**src/rtl/touch_gesture_recognizer_unit_macros.svh**
```systemverilog
// Assertion macros shared by the gesture recognizer RTL.
`ifndef TOUCH_GESTURE_RECOGNIZER_UNIT_MACROS_SVH
`define TOUCH_GESTURE_RECOGNIZER_UNIT_MACROS_SVH

// Consequent must hold in the same cycle as the antecedent.
`define TGR_ASSERT_NOW(label, ante, cons, msg) \
   label: assert property (@(posedge clock) disable iff (reset) (ante) |-> (cons)) \
      else $error(msg);

// Consequent must hold in the cycle after the antecedent.
`define TGR_ASSERT_NEXT(label, ante, cons, msg) \
   label: assert property (@(posedge clock) disable iff (reset) (ante) |=> (cons)) \
      else $error(msg);

`endif

```
**src/rtl/tgr_pkg.sv**
```systemverilog
// Types and constants of the touch gesture recognizer.
package tgr_pkg;

   localparam int REG_W     = 16;
   localparam int LIMIT_W   = 8;
   localparam int CNT_W     = 8;
   localparam int TICK_W    = 32;
   localparam int KIND_W    = 3;
   localparam int CSR_IDX_W = 8;

   localparam logic [REG_W-1:0]   CLICK_MAX_RST = 16'd150;
   localparam logic [REG_W-1:0]   FLING_TPP_RST = 16'd10;
   localparam logic [LIMIT_W-1:0] MOVE_LIM_RST  = 8'd3;
   localparam logic [REG_W-1:0]   GAP_RST       = 16'd300;
   localparam logic [CNT_W-1:0]   CNT_MAX       = 8'hFF;

   typedef enum logic [KIND_W-1:0] {
      EV_DOWN  = 3'd0,
      EV_HOLD  = 3'd1,
      EV_MOVE  = 3'd2,
      EV_FLING = 3'd3,
      EV_CLICK = 3'd4,
      EV_UP    = 3'd5
   } event_kind_type;

   typedef enum logic [CSR_IDX_W-1:0] {
      CSR_CLICK_MAX = 8'd0,
      CSR_FLING_TPP = 8'd1,
      CSR_MOVE_LIM  = 8'd2,
      CSR_GAP       = 8'd3
   } csr_index_type;

   typedef enum logic [2:0] {
      ST_IDLE,
      ST_CALC,
      ST_MUL,
      ST_DECIDE,
      ST_EMIT_A,
      ST_EMIT_B
   } state_type;

endpackage

```
**src/rtl/tgr_interfaces.sv**
```systemverilog
// Handshake channel interfaces of the touch gesture recognizer.
interface tgr_req_if #(parameter int COORD_BITS = 12);
   logic                            valid;
   logic                            ready;
   logic                            pressed;
   logic signed [COORD_BITS-1:0]    pos_x;
   logic signed [COORD_BITS-1:0]    pos_y;
   logic [tgr_pkg::TICK_W-1:0]      now_tick;

   modport source (output valid, pressed, pos_x, pos_y, now_tick, input ready);
   modport sink   (input valid, pressed, pos_x, pos_y, now_tick, output ready);
endinterface

interface tgr_rsp_if #(parameter int COORD_BITS = 12);
   logic                            valid;
   logic                            ready;
   logic [tgr_pkg::KIND_W-1:0]      event_kind;
   logic signed [COORD_BITS-1:0]    start_x;
   logic signed [COORD_BITS-1:0]    start_y;
   logic signed [COORD_BITS-1:0]    point_x;
   logic signed [COORD_BITS-1:0]    point_y;
   logic [tgr_pkg::CNT_W-1:0]       click_count;
   logic [tgr_pkg::TICK_W-1:0]      elapsed;
   logic                            last_of_run;

   modport source (output valid, event_kind, start_x, start_y, point_x, point_y,
                   click_count, elapsed, last_of_run, input ready);
   modport sink   (input valid, event_kind, start_x, start_y, point_x, point_y,
                   click_count, elapsed, last_of_run, output ready);
endinterface

interface tgr_csr_if;
   logic                            valid;
   logic                            ready;
   logic [tgr_pkg::CSR_IDX_W-1:0]   index;
   logic [tgr_pkg::REG_W-1:0]       data;

   modport source (output valid, index, data, input ready);
   modport sink   (input valid, index, data, output ready);
endinterface

```
**src/rtl/tgr_mul.sv**
```systemverilog
// Shift-add multiplier, one multiplier bit per cycle.
module tgr_mul #(
   parameter int A_BITS = 12
) (
   input  logic                             clock,
   input  logic                             reset,
   input  logic                             start,
   input  logic [A_BITS-1:0]                mplier,
   input  logic [tgr_pkg::REG_W-1:0]        mcand,
   output logic                             busy,
   output logic                             done,
   output logic [A_BITS+tgr_pkg::REG_W-1:0] product
);
   localparam int PW = A_BITS + tgr_pkg::REG_W;
   localparam int CW = $clog2(A_BITS + 1);

   logic [PW-1:0]     acc_ff;
   logic [PW-1:0]     acc_in;
   logic [PW-1:0]     mcand_ff;
   logic [A_BITS-1:0] mplier_ff;
   logic [CW-1:0]     cnt_ff;
   logic              done_ff;

   // add the shifted multiplicand when the current multiplier bit is set
   assign acc_in = mplier_ff[0] ? acc_ff + mcand_ff : acc_ff;

   always_ff @(posedge clock) begin
      if (reset) begin
         cnt_ff  <= '0;
         done_ff <= 1'b0;
      end else begin
         done_ff <= (cnt_ff == CW'(1));
         if (start) begin
            cnt_ff <= CW'(A_BITS);
         end else if (cnt_ff != '0) begin
            cnt_ff <= cnt_ff - CW'(1);
         end
      end
   end

   always_ff @(posedge clock) begin
      if (start) begin
         acc_ff    <= '0;
         mcand_ff  <= PW'(mcand);
         mplier_ff <= mplier;
      end else if (cnt_ff != '0) begin
         acc_ff    <= acc_in;
         mcand_ff  <= mcand_ff << 1;
         mplier_ff <= mplier_ff >> 1;
      end
   end

   assign busy    = (cnt_ff != '0);
   assign done    = done_ff;
   assign product = acc_ff;
endmodule

```
**src/rtl/touch_gesture_recognizer_unit.sv**
```systemverilog
// Touch gesture recognizer top level: sequencer, gesture state and result beats.
//
// Turns touch samples (press flag, position, tick) into gesture beats: down on a
// press edge, hold while pressed (preceded by move once enough slow moves were
// seen), and up on release, after a click, fling or move where one applies.
// Distance is the larger of |dx| and |dy| from the anchor point. The fast-movement
// test elapsed/distance < fling_ticks_per_pixel is evaluated as
// elapsed < fling_ticks_per_pixel * distance on a shift-add multiplier that
// retires one distance bit per cycle. A sample is taken only when the block is
// idle: it is captured, elapsed time and distance are formed, the product is
// computed in the multiplier (skipped for a press edge or a zero distance), the
// sample is decided, then one beat per result follows, each beat held until the
// sink takes it. A release while already released gives no beat and returns to
// idle from the calculation step. Configuration writes are taken at any
// time (ready is always high) and should only be issued while idle; an index
// beyond the register list is ignored.
`include "touch_gesture_recognizer_unit_macros.svh"

module touch_gesture_recognizer_unit #(
   parameter int COORD_BITS = 12
) (
   input  logic   clock,
   input  logic   reset,
   tgr_req_if.sink   req_chan,
   tgr_rsp_if.source rsp_chan,
   tgr_csr_if.sink   csr_chan
);
   localparam int CB    = COORD_BITS;
   localparam int PW    = CB + tgr_pkg::REG_W;
   localparam int CMP_W = (PW > tgr_pkg::TICK_W) ? PW : tgr_pkg::TICK_W;
   localparam int TW    = tgr_pkg::TICK_W;
   localparam int NW    = tgr_pkg::CNT_W;

   // configuration registers
   logic [tgr_pkg::REG_W-1:0]   click_max_ff;
   logic [tgr_pkg::REG_W-1:0]   fling_tpp_ff;
   logic [tgr_pkg::LIMIT_W-1:0] move_lim_ff;
   logic [tgr_pkg::REG_W-1:0]   gap_ff;

   // gesture state
   logic                 touch_down_ff;
   logic signed [CB-1:0] anchor_x_ff;
   logic signed [CB-1:0] anchor_y_ff;
   logic [TW-1:0]        edge_tick_ff;
   logic [NW-1:0]        clicks_ff;
   logic [NW-1:0]        slow_ff;

   // captured sample and derived values
   logic                 pressed_ff;
   logic signed [CB-1:0] px_ff;
   logic signed [CB-1:0] py_ff;
   logic [TW-1:0]        now_ff;
   logic [TW-1:0]        el_ff;
   logic [CB-1:0]        dist_ff;
   logic [CB-1:0]        dist_in;
   logic                 fast_ff;

   // result beat registers
   tgr_pkg::event_kind_type out_kind_ff;
   logic signed [CB-1:0]    out_sx_ff;
   logic signed [CB-1:0]    out_sy_ff;
   logic [NW-1:0]           out_cnt_ff;
   logic [TW-1:0]           out_el_ff;
   logic                    out_last_ff;
   tgr_pkg::event_kind_type pend_kind_ff;
   logic [NW-1:0]           pend_cnt_ff;
   logic [TW-1:0]           pend_el_ff;
   logic                    two_ff;

   tgr_pkg::state_type state_ff;
   tgr_pkg::state_type state_in;

   // sequencer outputs
   logic req_take;
   logic rsp_take;
   logic mul_start;
   logic do_decide;

   // multiplier
   logic          mul_busy;
   logic          mul_done;
   logic [PW-1:0] mul_product;

   // distance: max of the absolute coordinate differences
   logic signed [CB:0] diff_x;
   logic signed [CB:0] diff_y;
   logic [CB:0]        abs_x;
   logic [CB:0]        abs_y;

   // decision
   logic                    dist_nz;
   logic [NW-1:0]           clicks_inc;
   logic [NW-1:0]           slow_next;
   logic                    has_pre;
   tgr_pkg::event_kind_type pre_kind;
   logic                    pre_start;
   logic [NW-1:0]           pre_cnt;
   tgr_pkg::event_kind_type fin_kind;
   logic [NW-1:0]           fin_cnt;
   logic [TW-1:0]           fin_el;

   assign diff_x  = {anchor_x_ff[CB-1], anchor_x_ff} - {px_ff[CB-1], px_ff};
   assign diff_y  = {anchor_y_ff[CB-1], anchor_y_ff} - {py_ff[CB-1], py_ff};
   assign abs_x   = diff_x[CB] ? (CB+1)'(-diff_x) : diff_x;
   assign abs_y   = diff_y[CB] ? (CB+1)'(-diff_y) : diff_y;
   assign dist_in = (abs_x > abs_y) ? abs_x[CB-1:0] : abs_y[CB-1:0];

   assign req_take = req_chan.valid && req_chan.ready;
   assign rsp_take = rsp_chan.valid && rsp_chan.ready;

   tgr_mul #(
      .A_BITS (CB)
   ) u_mul (
      .clock   (clock),
      .reset   (reset),
      .start   (mul_start),
      .mplier  (dist_in),
      .mcand   (fling_tpp_ff),
      .busy    (mul_busy),
      .done    (mul_done),
      .product (mul_product)
   );

   // next state
   always_comb begin
      state_in = state_ff;
      case (state_ff)
         tgr_pkg::ST_IDLE: begin
            if (req_take) state_in = tgr_pkg::ST_CALC;
         end
         tgr_pkg::ST_CALC: begin
            if (!pressed_ff && !touch_down_ff) begin
               state_in = tgr_pkg::ST_IDLE;   // release while released: drop
            end else if (touch_down_ff && dist_in != '0) begin
               state_in = tgr_pkg::ST_MUL;
            end else begin
               state_in = tgr_pkg::ST_DECIDE;
            end
         end
         tgr_pkg::ST_MUL: begin
            if (mul_done) state_in = tgr_pkg::ST_DECIDE;
         end
         tgr_pkg::ST_DECIDE: state_in = tgr_pkg::ST_EMIT_A;
         tgr_pkg::ST_EMIT_A: begin
            if (rsp_take) state_in = two_ff ? tgr_pkg::ST_EMIT_B : tgr_pkg::ST_IDLE;
         end
         tgr_pkg::ST_EMIT_B: begin
            if (rsp_take) state_in = tgr_pkg::ST_IDLE;
         end
         default: state_in = tgr_pkg::ST_IDLE;
      endcase
   end

   // sequencer outputs
   always_comb begin
      req_chan.ready = 1'b0;
      rsp_chan.valid = 1'b0;
      mul_start      = 1'b0;
      do_decide      = 1'b0;
      case (state_ff)
         tgr_pkg::ST_IDLE:   req_chan.ready = 1'b1;
         tgr_pkg::ST_CALC:   mul_start = touch_down_ff && (dist_in != '0);
         tgr_pkg::ST_MUL:    mul_start = 1'b0;
         tgr_pkg::ST_DECIDE: do_decide = 1'b1;
         tgr_pkg::ST_EMIT_A: rsp_chan.valid = 1'b1;
         tgr_pkg::ST_EMIT_B: rsp_chan.valid = 1'b1;
         default:            req_chan.ready = 1'b0;
      endcase
   end

   always_ff @(posedge clock) begin
      if (reset) begin
         state_ff <= tgr_pkg::ST_IDLE;
      end else begin
         state_ff <= state_in;
      end
   end

   // decision for the sample; fast_ff only counts when the distance is nonzero
   assign dist_nz    = (dist_ff != '0);
   assign clicks_inc = (clicks_ff != tgr_pkg::CNT_MAX) ? clicks_ff + NW'(1) : clicks_ff;
   assign slow_next  = (dist_nz && !fast_ff && (slow_ff <= move_lim_ff) &&
                        (slow_ff != tgr_pkg::CNT_MAX)) ? slow_ff + NW'(1) : slow_ff;

   always_comb begin
      has_pre   = 1'b0;
      pre_kind  = tgr_pkg::EV_MOVE;
      pre_start = 1'b0;
      pre_cnt   = '0;
      fin_kind  = tgr_pkg::EV_HOLD;
      fin_cnt   = '0;
      fin_el    = '0;
      if (!pressed_ff) begin
         // release: click, fling or move, then up
         fin_kind = tgr_pkg::EV_UP;
         fin_cnt  = clicks_inc;
         if (el_ff < TW'(click_max_ff)) begin
            has_pre  = 1'b1;
            pre_kind = tgr_pkg::EV_CLICK;
            pre_cnt  = clicks_inc;
         end else if ((slow_ff < move_lim_ff) && dist_nz && fast_ff) begin
            has_pre   = 1'b1;
            pre_kind  = tgr_pkg::EV_FLING;
            pre_start = 1'b1;
         end else if (dist_nz) begin
            has_pre   = 1'b1;
            pre_kind  = tgr_pkg::EV_MOVE;
            pre_start = 1'b1;
         end
      end else if (!touch_down_ff) begin
         fin_kind = tgr_pkg::EV_DOWN;
         fin_el   = el_ff;
      end else begin
         fin_kind = tgr_pkg::EV_HOLD;
         fin_el   = el_ff;
         if (dist_nz && (slow_next >= move_lim_ff)) begin
            has_pre   = 1'b1;
            pre_kind  = tgr_pkg::EV_MOVE;
            pre_start = 1'b1;
         end
      end
   end

   // configuration registers
   assign csr_chan.ready = 1'b1;

   always_ff @(posedge clock) begin
      if (reset) begin
         click_max_ff <= tgr_pkg::CLICK_MAX_RST;
         fling_tpp_ff <= tgr_pkg::FLING_TPP_RST;
         move_lim_ff  <= tgr_pkg::MOVE_LIM_RST;
         gap_ff       <= tgr_pkg::GAP_RST;
      end else if (csr_chan.valid && csr_chan.ready) begin
         case (csr_chan.index)
            tgr_pkg::CSR_CLICK_MAX: click_max_ff <= csr_chan.data;
            tgr_pkg::CSR_FLING_TPP: fling_tpp_ff <= csr_chan.data;
            tgr_pkg::CSR_MOVE_LIM:  move_lim_ff  <= csr_chan.data[tgr_pkg::LIMIT_W-1:0];
            tgr_pkg::CSR_GAP:       gap_ff       <= csr_chan.data;
            default:                gap_ff       <= gap_ff;   // drop unknown index
         endcase
      end
   end

   // gesture state: updated at most once per sample, in the decide cycle
   always_ff @(posedge clock) begin
      if (reset) begin
         touch_down_ff <= 1'b0;
         anchor_x_ff   <= '0;
         anchor_y_ff   <= '0;
         edge_tick_ff  <= '0;
         clicks_ff     <= '0;
         slow_ff       <= '0;
      end else if (do_decide) begin
         if (!pressed_ff) begin
            touch_down_ff <= 1'b0;
            clicks_ff     <= clicks_inc;
            edge_tick_ff  <= now_ff;
         end else if (!touch_down_ff) begin
            touch_down_ff <= 1'b1;
            anchor_x_ff   <= px_ff;
            anchor_y_ff   <= py_ff;
            slow_ff       <= '0;
            edge_tick_ff  <= now_ff;
            if (el_ff > TW'(gap_ff)) clicks_ff <= '0;
         end else begin
            slow_ff <= slow_next;
            if (has_pre) begin
               anchor_x_ff <= px_ff;   // move re-anchors at the current point
               anchor_y_ff <= py_ff;
            end
         end
      end
   end

   // sample capture, elapsed time, distance and fast-move flag
   always_ff @(posedge clock) begin
      if (req_take) begin
         pressed_ff <= req_chan.pressed;
         px_ff      <= req_chan.pos_x;
         py_ff      <= req_chan.pos_y;
         now_ff     <= req_chan.now_tick;
      end
      if (state_ff == tgr_pkg::ST_CALC) begin
         el_ff   <= now_ff - edge_tick_ff;
         dist_ff <= dist_in;
         fast_ff <= 1'b0;
      end else if (mul_done) begin
         fast_ff <= CMP_W'(el_ff) < CMP_W'(mul_product);
      end
   end

   // result beats: first beat in out_*, the trailing up or hold waits in pend_*
   always_ff @(posedge clock) begin
      if (reset) begin
         two_ff <= 1'b0;
      end else if (do_decide) begin
         two_ff <= has_pre;
      end
   end

   always_ff @(posedge clock) begin
      if (do_decide) begin
         pend_kind_ff <= fin_kind;
         pend_cnt_ff  <= fin_cnt;
         pend_el_ff   <= fin_el;
         if (has_pre) begin
            out_kind_ff <= pre_kind;
            out_sx_ff   <= pre_start ? anchor_x_ff : '0;
            out_sy_ff   <= pre_start ? anchor_y_ff : '0;
            out_cnt_ff  <= pre_cnt;
            out_el_ff   <= '0;
            out_last_ff <= 1'b0;
         end else begin
            out_kind_ff <= fin_kind;
            out_sx_ff   <= '0;
            out_sy_ff   <= '0;
            out_cnt_ff  <= fin_cnt;
            out_el_ff   <= fin_el;
            out_last_ff <= 1'b1;
         end
      end else if (rsp_take && state_ff == tgr_pkg::ST_EMIT_A && two_ff) begin
         // advance to the trailing beat
         out_kind_ff <= pend_kind_ff;
         out_sx_ff   <= '0;
         out_sy_ff   <= '0;
         out_cnt_ff  <= pend_cnt_ff;
         out_el_ff   <= pend_el_ff;
         out_last_ff <= 1'b1;
      end
   end

   assign rsp_chan.event_kind  = out_kind_ff;
   assign rsp_chan.start_x     = out_sx_ff;
   assign rsp_chan.start_y     = out_sy_ff;
   assign rsp_chan.point_x     = px_ff;
   assign rsp_chan.point_y     = py_ff;
   assign rsp_chan.click_count = out_cnt_ff;
   assign rsp_chan.elapsed     = out_el_ff;
   assign rsp_chan.last_of_run = out_last_ff;

   `TGR_ASSERT_NEXT(a_take_leaves_idle, req_take, state_ff == tgr_pkg::ST_CALC, "take missed calc")
   `TGR_ASSERT_NOW(a_no_overlap, req_chan.ready, !rsp_chan.valid, "ready during result beat")
   `TGR_ASSERT_NEXT(a_last_ends_run, rsp_take && rsp_chan.last_of_run, !rsp_chan.valid, "no idle")
   `TGR_ASSERT_NOW(a_mul_in_mul_state, mul_busy, state_ff == tgr_pkg::ST_MUL, "mul outside state")
endmodule
```
**src/flat_wrapper.sv**
```systemverilog
// flat-port wrapper written by rule: the top's interface ports become plain ports
module touch_gesture_recognizer_unit_flat 
#(
   parameter int COORD_BITS = 12
)
  (clock, reset, req_chan_valid, req_chan_pressed, req_chan_pos_x, req_chan_pos_y, req_chan_now_tick, req_chan_ready, rsp_chan_valid, rsp_chan_event_kind, rsp_chan_start_x, rsp_chan_start_y, rsp_chan_point_x, rsp_chan_point_y, rsp_chan_click_count, rsp_chan_elapsed, rsp_chan_last_of_run, rsp_chan_ready, csr_chan_valid, csr_chan_index, csr_chan_data, csr_chan_ready);
  tgr_req_if #(.COORD_BITS(COORD_BITS)) req_chan_i ();
  tgr_rsp_if #(.COORD_BITS(COORD_BITS)) rsp_chan_i ();
  tgr_csr_if csr_chan_i ();
  input  logic clock;
  input  logic reset;
  input wire logic [$bits(req_chan_i.valid)-1:0] req_chan_valid;
  input wire logic [$bits(req_chan_i.pressed)-1:0] req_chan_pressed;
  input wire logic [$bits(req_chan_i.pos_x)-1:0] req_chan_pos_x;
  input wire logic [$bits(req_chan_i.pos_y)-1:0] req_chan_pos_y;
  input wire logic [$bits(req_chan_i.now_tick)-1:0] req_chan_now_tick;
  output wire logic [$bits(req_chan_i.ready)-1:0] req_chan_ready;
  output wire logic [$bits(rsp_chan_i.valid)-1:0] rsp_chan_valid;
  output wire logic [$bits(rsp_chan_i.event_kind)-1:0] rsp_chan_event_kind;
  output wire logic [$bits(rsp_chan_i.start_x)-1:0] rsp_chan_start_x;
  output wire logic [$bits(rsp_chan_i.start_y)-1:0] rsp_chan_start_y;
  output wire logic [$bits(rsp_chan_i.point_x)-1:0] rsp_chan_point_x;
  output wire logic [$bits(rsp_chan_i.point_y)-1:0] rsp_chan_point_y;
  output wire logic [$bits(rsp_chan_i.click_count)-1:0] rsp_chan_click_count;
  output wire logic [$bits(rsp_chan_i.elapsed)-1:0] rsp_chan_elapsed;
  output wire logic [$bits(rsp_chan_i.last_of_run)-1:0] rsp_chan_last_of_run;
  input wire logic [$bits(rsp_chan_i.ready)-1:0] rsp_chan_ready;
  input wire logic [$bits(csr_chan_i.valid)-1:0] csr_chan_valid;
  input wire logic [$bits(csr_chan_i.index)-1:0] csr_chan_index;
  input wire logic [$bits(csr_chan_i.data)-1:0] csr_chan_data;
  output wire logic [$bits(csr_chan_i.ready)-1:0] csr_chan_ready;
  assign req_chan_i.valid = req_chan_valid;
  assign req_chan_i.pressed = req_chan_pressed;
  assign req_chan_i.pos_x = req_chan_pos_x;
  assign req_chan_i.pos_y = req_chan_pos_y;
  assign req_chan_i.now_tick = req_chan_now_tick;
  assign req_chan_ready = req_chan_i.ready;
  assign rsp_chan_valid = rsp_chan_i.valid;
  assign rsp_chan_event_kind = rsp_chan_i.event_kind;
  assign rsp_chan_start_x = rsp_chan_i.start_x;
  assign rsp_chan_start_y = rsp_chan_i.start_y;
  assign rsp_chan_point_x = rsp_chan_i.point_x;
  assign rsp_chan_point_y = rsp_chan_i.point_y;
  assign rsp_chan_click_count = rsp_chan_i.click_count;
  assign rsp_chan_elapsed = rsp_chan_i.elapsed;
  assign rsp_chan_last_of_run = rsp_chan_i.last_of_run;
  assign rsp_chan_i.ready = rsp_chan_ready;
  assign csr_chan_i.valid = csr_chan_valid;
  assign csr_chan_i.index = csr_chan_index;
  assign csr_chan_i.data = csr_chan_data;
  assign csr_chan_ready = csr_chan_i.ready;
  touch_gesture_recognizer_unit #(.COORD_BITS(COORD_BITS)) u_core (.clock(clock), .reset(reset), .req_chan(req_chan_i), .rsp_chan(rsp_chan_i), .csr_chan(csr_chan_i));
endmodule
```
**config.mk**
```make
export PLATFORM = sky130hd
export DESIGN_NAME = touch_gesture_recognizer_unit_flat
export DESIGN_NICKNAME = d
export VERILOG_FILES = /design/src/rtl/tgr_pkg.sv /design/src/rtl/tgr_interfaces.sv /design/src/rtl/tgr_mul.sv /design/src/rtl/touch_gesture_recognizer_unit.sv /design/src/flat_wrapper.sv
export VERILOG_INCLUDE_DIRS = /design/src /design/src/rtl
export SDC_FILE = /design/constraint.sdc
export NUM_CORES = 1
export LEC_CHECK = 0
export BUFFER_PORTS_ARGS = -buffer_cell sky130_fd_sc_hd__buf_2
export CAP_MARGIN = 30
export CORE_ASPECT_RATIO = 0.6
export CORE_MARGIN = 8
export CORE_UTILIZATION = 35
export DETAILED_ROUTE_END_ITERATION = 10
export GPL_TIMING_DRIVEN = 0
export SKIP_LAST_GASP = 1
export SYNTH_ARGS = -nofsm -noshare
export SYNTH_HDL_FRONTEND = slang
export SYNTH_SLANG_ARGS = --single-unit
```
**constraint.sdc**
```tcl
create_clock -name clock -period 11.85 [get_ports clock]
set_input_delay 2.9625 -clock clock [delete_from_list [all_inputs] [get_ports clock]]
set_output_delay 2.9625 -clock clock [all_outputs]
set_load 0.01 [all_outputs]
```
==> run_results.csv <==
group,metric,value,unit
logic_synthesis,ys_async_sr_fraction,0,%
logic_synthesis,synth_top_cell_by_area,"edfxtp_1",
worst_hold_path,min_path_cells,2,
clock_tree,numCtsBuffers,44,
clock_tree,clock_latency,0.61,ns
die,std_cell_rows,72,
placement,gp_congestion,0.917,
layout,layout-drive-gt1-share,11.5,%
detailed_routing,route.vias.total,17700,
logic_synthesis,yosysUniqueCellTypes,78,
worst_hold_path,hp-class,"flop to flop",
die,pin_count,181,
sta,finalSetupViolCount,0,
placement,placed_cells,3333,
global_routing,grt.total_usage,17.3,%
detailed_routing,drt_pass1_iterations,5,
worst_setup_path,cp_common_cell,"ha_1",
power_and_ir_drop,power_density,228,nW/um^2
logic_synthesis,synth_top_area_share,31.8,%
placement,dp_hpwl,50.2,mm
global_routing,grt_max_degree,40,
clock_tree,clk_path_buf_depth,3,
detailed_routing,drc,0,
sta,finalHoldViolations,0,
clock_tree,clkTransAtPathRegs,0.07,ns
detailed_routing,routed_via_density,5.18,
clock_tree,hold_buffers,0,
clock_tree,htreeDepth,2,
placement,portBuffers,178,
worst_setup_path,ff2ff_path_depth,18,
logic_synthesis,ys_seq_elements,418,
sta,finClkSkew,0.0342,ns
clock_tree,root_buffer,"clkbuf_16",
worst_setup_path,cp.required,12.18,ns
logic_synthesis,synth-edff-count,239,
clock_tree,clkSinkCount,418,
sta,post-route-min-period,6.90,ns
detailed_routing,drtIter0Drc,1661,
logic_synthesis,yosysMostFrequentCell,"nand2_1",
logic_synthesis,synthesis.area,22600,um^2
detailed_routing,ant_nets,0,
logic_synthesis,syn-num-nets,2559,
power_and_ir_drop,p_leak,10.3,nW
clock_tree,cts_setup_buffers,0,
detailed_routing,finalWirelength,64.5,mm
sta,setup_tns,0,ns
sta,drv_slew,0,
layout,syn_to_final_growth,16.4,%
logic_synthesis,synthFlopType,"edfxtp_1",
die,die_width,344,um
die,die_h,213,um
logic_synthesis,synthesis.instances,2294,
worst_setup_path,worstSetupEndpointType,"flop",
power_and_ir_drop,ir_drop,115,uV
clock_tree,post_cts_resized,0,
clock_tree,tritoncts,"done",
logic_synthesis,syn_avg_cell_area,9.83,um^2
logic_synthesis,ys_top_cells_by_area,"edfxtp_1, dfxtp_1, ha_1, nand2_1, a21oi_1",
worst_setup_path,worstSetupPathType,"flop to flop",
logic_synthesis,yosysSeqAreaShare,47.7,%
worst_setup_path,crit_path_max_fanout,10,
logic_synthesis,synthTopCellsByCount,"nand2_1, edfxtp_1, a21oi_1, dfxtp_1, ha_1",
layout,fin_nets,2793,
worst_setup_path,cp_cell_sequence,"ha_1 > fa_1 > nand2b_1 > a211o_1 > a21oi_1 > o2111ai_1 > nor3_1 > and3_1 > or4b_2 > ha_1 > or4_1 > o41ai_1 > clkbuf_1 > mux2i_1 > nor4_4 > nor2_2 > buf_6 > mux2_1",
die,start_util,35.2,%
layout,layoutNonFillerInstCount,3416,
logic_synthesis,synth_warnings,0,
global_routing,first_global_vias,17200,
outcome,run_status,"finished clean",
sta,post-route-period-util,58.3,%
detailed_routing,wl_per_cell,18.9,um
flow_run,maxCapViolations,0,
global_routing,antenna_found_initial,3,
die,fp.coreArea,64100,um^2
sta,worstMarginPinSlew,0.945,ns
global_routing,grt_overflow_total,0,
worst_setup_path,setup.worst_path.start_class,"flop",
global_routing,grt_pass1_wl,100,mm
worst_setup_path,worstPathArrival,7.24,ns
sta,fmax,145,MHz
worst_setup_path,crit_slowest_cell,"or4b_2",
sta,max-slew-margin-rel,36.8,%
sta,rsz0062_at_grt,"no",
die,design.die.area,73100,um^2
worst_setup_path,max_stage_delay,0.64,ns
final timing paths:
path / start / to / slack [ns]
max: u_core.rsp_chan.point_y[0] / u_core.u_mul.mcand_ff[13] / 4.95
min: u_core.edge_tick_ff[10] / u_core.edge_tick_ff[10] / 0.46
max reg2reg: u_core.rsp_chan.point_y[0] / u_core.u_mul.mcand_ff[13] / 4.95
min reg2reg: u_core.edge_tick_ff[10] / u_core.edge_tick_ff[10] / 0.46
worst max-delay path, delay by kind of cell, from the launching register on:
| kind | cells | cell delay, ns |
|---|---|---|
| AOI/OAI and AO/OA | 4 | 1.42 |
| adders and majority gates | 3 | 0.88 |
| buffers and inverters | 2 | 0.70 |
| DFF | 1 | 0.43 |
| muxes | 2 | 0.83 |
| and+or+nand+nor | 7 | 2.37 |
logic make-up after synthesis:
logic type / after synthesis / share of synthesized area (%)
and+or+nand+nor: 780 / 16.8
AOI/OAI and AO/OA: 509 / 14.3
DFF: 418 / 47.7
buffers and inverters: 246 / 4.23
adders and majority gates: 179 / 10.1
xor gates and xnor gates: 89 / 3.46
muxes: 72 / 3.34
other: 1 / 0.0166
layout by cell type (no fill, tap or decap), types with 18 or more instances in the layout:
cell and n:
dfxtp_1 179, mux2_1 26, edfxtp_1 239, ha_1 175
nand3_1 40, clkbuf_1 81, o21ai_0 74, buf_2 183
and2_1 65, nand2b_1 71, nor3_1 24, xor2_1 23
a21oi_1 204, inv_1 162, nand2_1 285, clkbuf_16 46
nor2b_1 27, xnor2_1 66, mux2i_1 45, nand4_1 20
nor2_1 150, and3_1 20, a21o_1 63, a22o_1 18
o21a_1 20
layout make-up:
cell class	count	area, um^2
Antenna cell	1	2.50
Buffer	83	343
Clock buffer	60	1260
Clock inverter	22	295
Fill cell	6130	37800
Inverter	163	612
Multi-Input combinational cell	1630	10900
Sequential cell	418	10800
Tap cell	851	1060
Timing Repair Buffer	188	1040
metal layers:
metal / track usage (%) / part of all wire (%) / vias up
met5: 0 / 0.011 / -
met3: 2.74 / 6.8 / 79
met1: 26.3 / 50 / 8512
met2: 25.5 / 41 / 501
met4: 3.76 / 1.6 / 2
li1: - / - / 8615
metrics by stage:
step / utilization, % / setup WS, ns / area, um^2 / total power [mW] / hold WS [ns]
floorplan: - / 3.48 / 22600 / 3.74 / 0.425
global placement: 38.3 / 0.137 / 24500 / 4.39 / 0.439
detailed placement: 38.6 / 5.07 / 24700 / 4.47 / 0.442
CTS: 41.0 / 5.05 / 26300 / 6.00 / 0.453
global route: 41.0 / 4.43 / 26300 / 6.38 / 0.473
finish: 41.0 / 4.95 / 26300 / 6.00 / 0.455
sequential cells by signal (all words and copies together) (netlist names), 4 cells and up:
name	cells
u_core.el_ff	32
u_core.rsp_chan.elapsed	32
u_core.u_mul.mplier_ff	12
u_core.u_mul.cnt_ff	4
u_core.now_ff	32
u_core.rsp_chan.start_y	12
u_core.clicks_ff	8
u_core.rsp_chan.point_y	12
u_core.u_mul.mcand_ff	28
u_core.pend_el_ff	32
u_core.rsp_chan.click_count	8
u_core.rsp_chan.point_x	12
u_core.move_lim_ff	8
u_core.edge_tick_ff	32
u_core.gap_ff	16
u_core.anchor_x_ff	12
u_core.dist_ff	12
u_core.rsp_chan.start_x	12
u_core.anchor_y_ff	12
u_core.pend_cnt_ff	8
u_core.click_max_ff	16
u_core.slow_ff	8
u_core.u_mul.product	28
u_core.fling_tpp_ff	16
where the power goes:
part           switching (mW)  internal, mW
clock network           0.624         0.886
logic                    1.40         0.921
registers               0.248          1.92
total                    2.27          3.72
(Power assumes the default switching activity.)
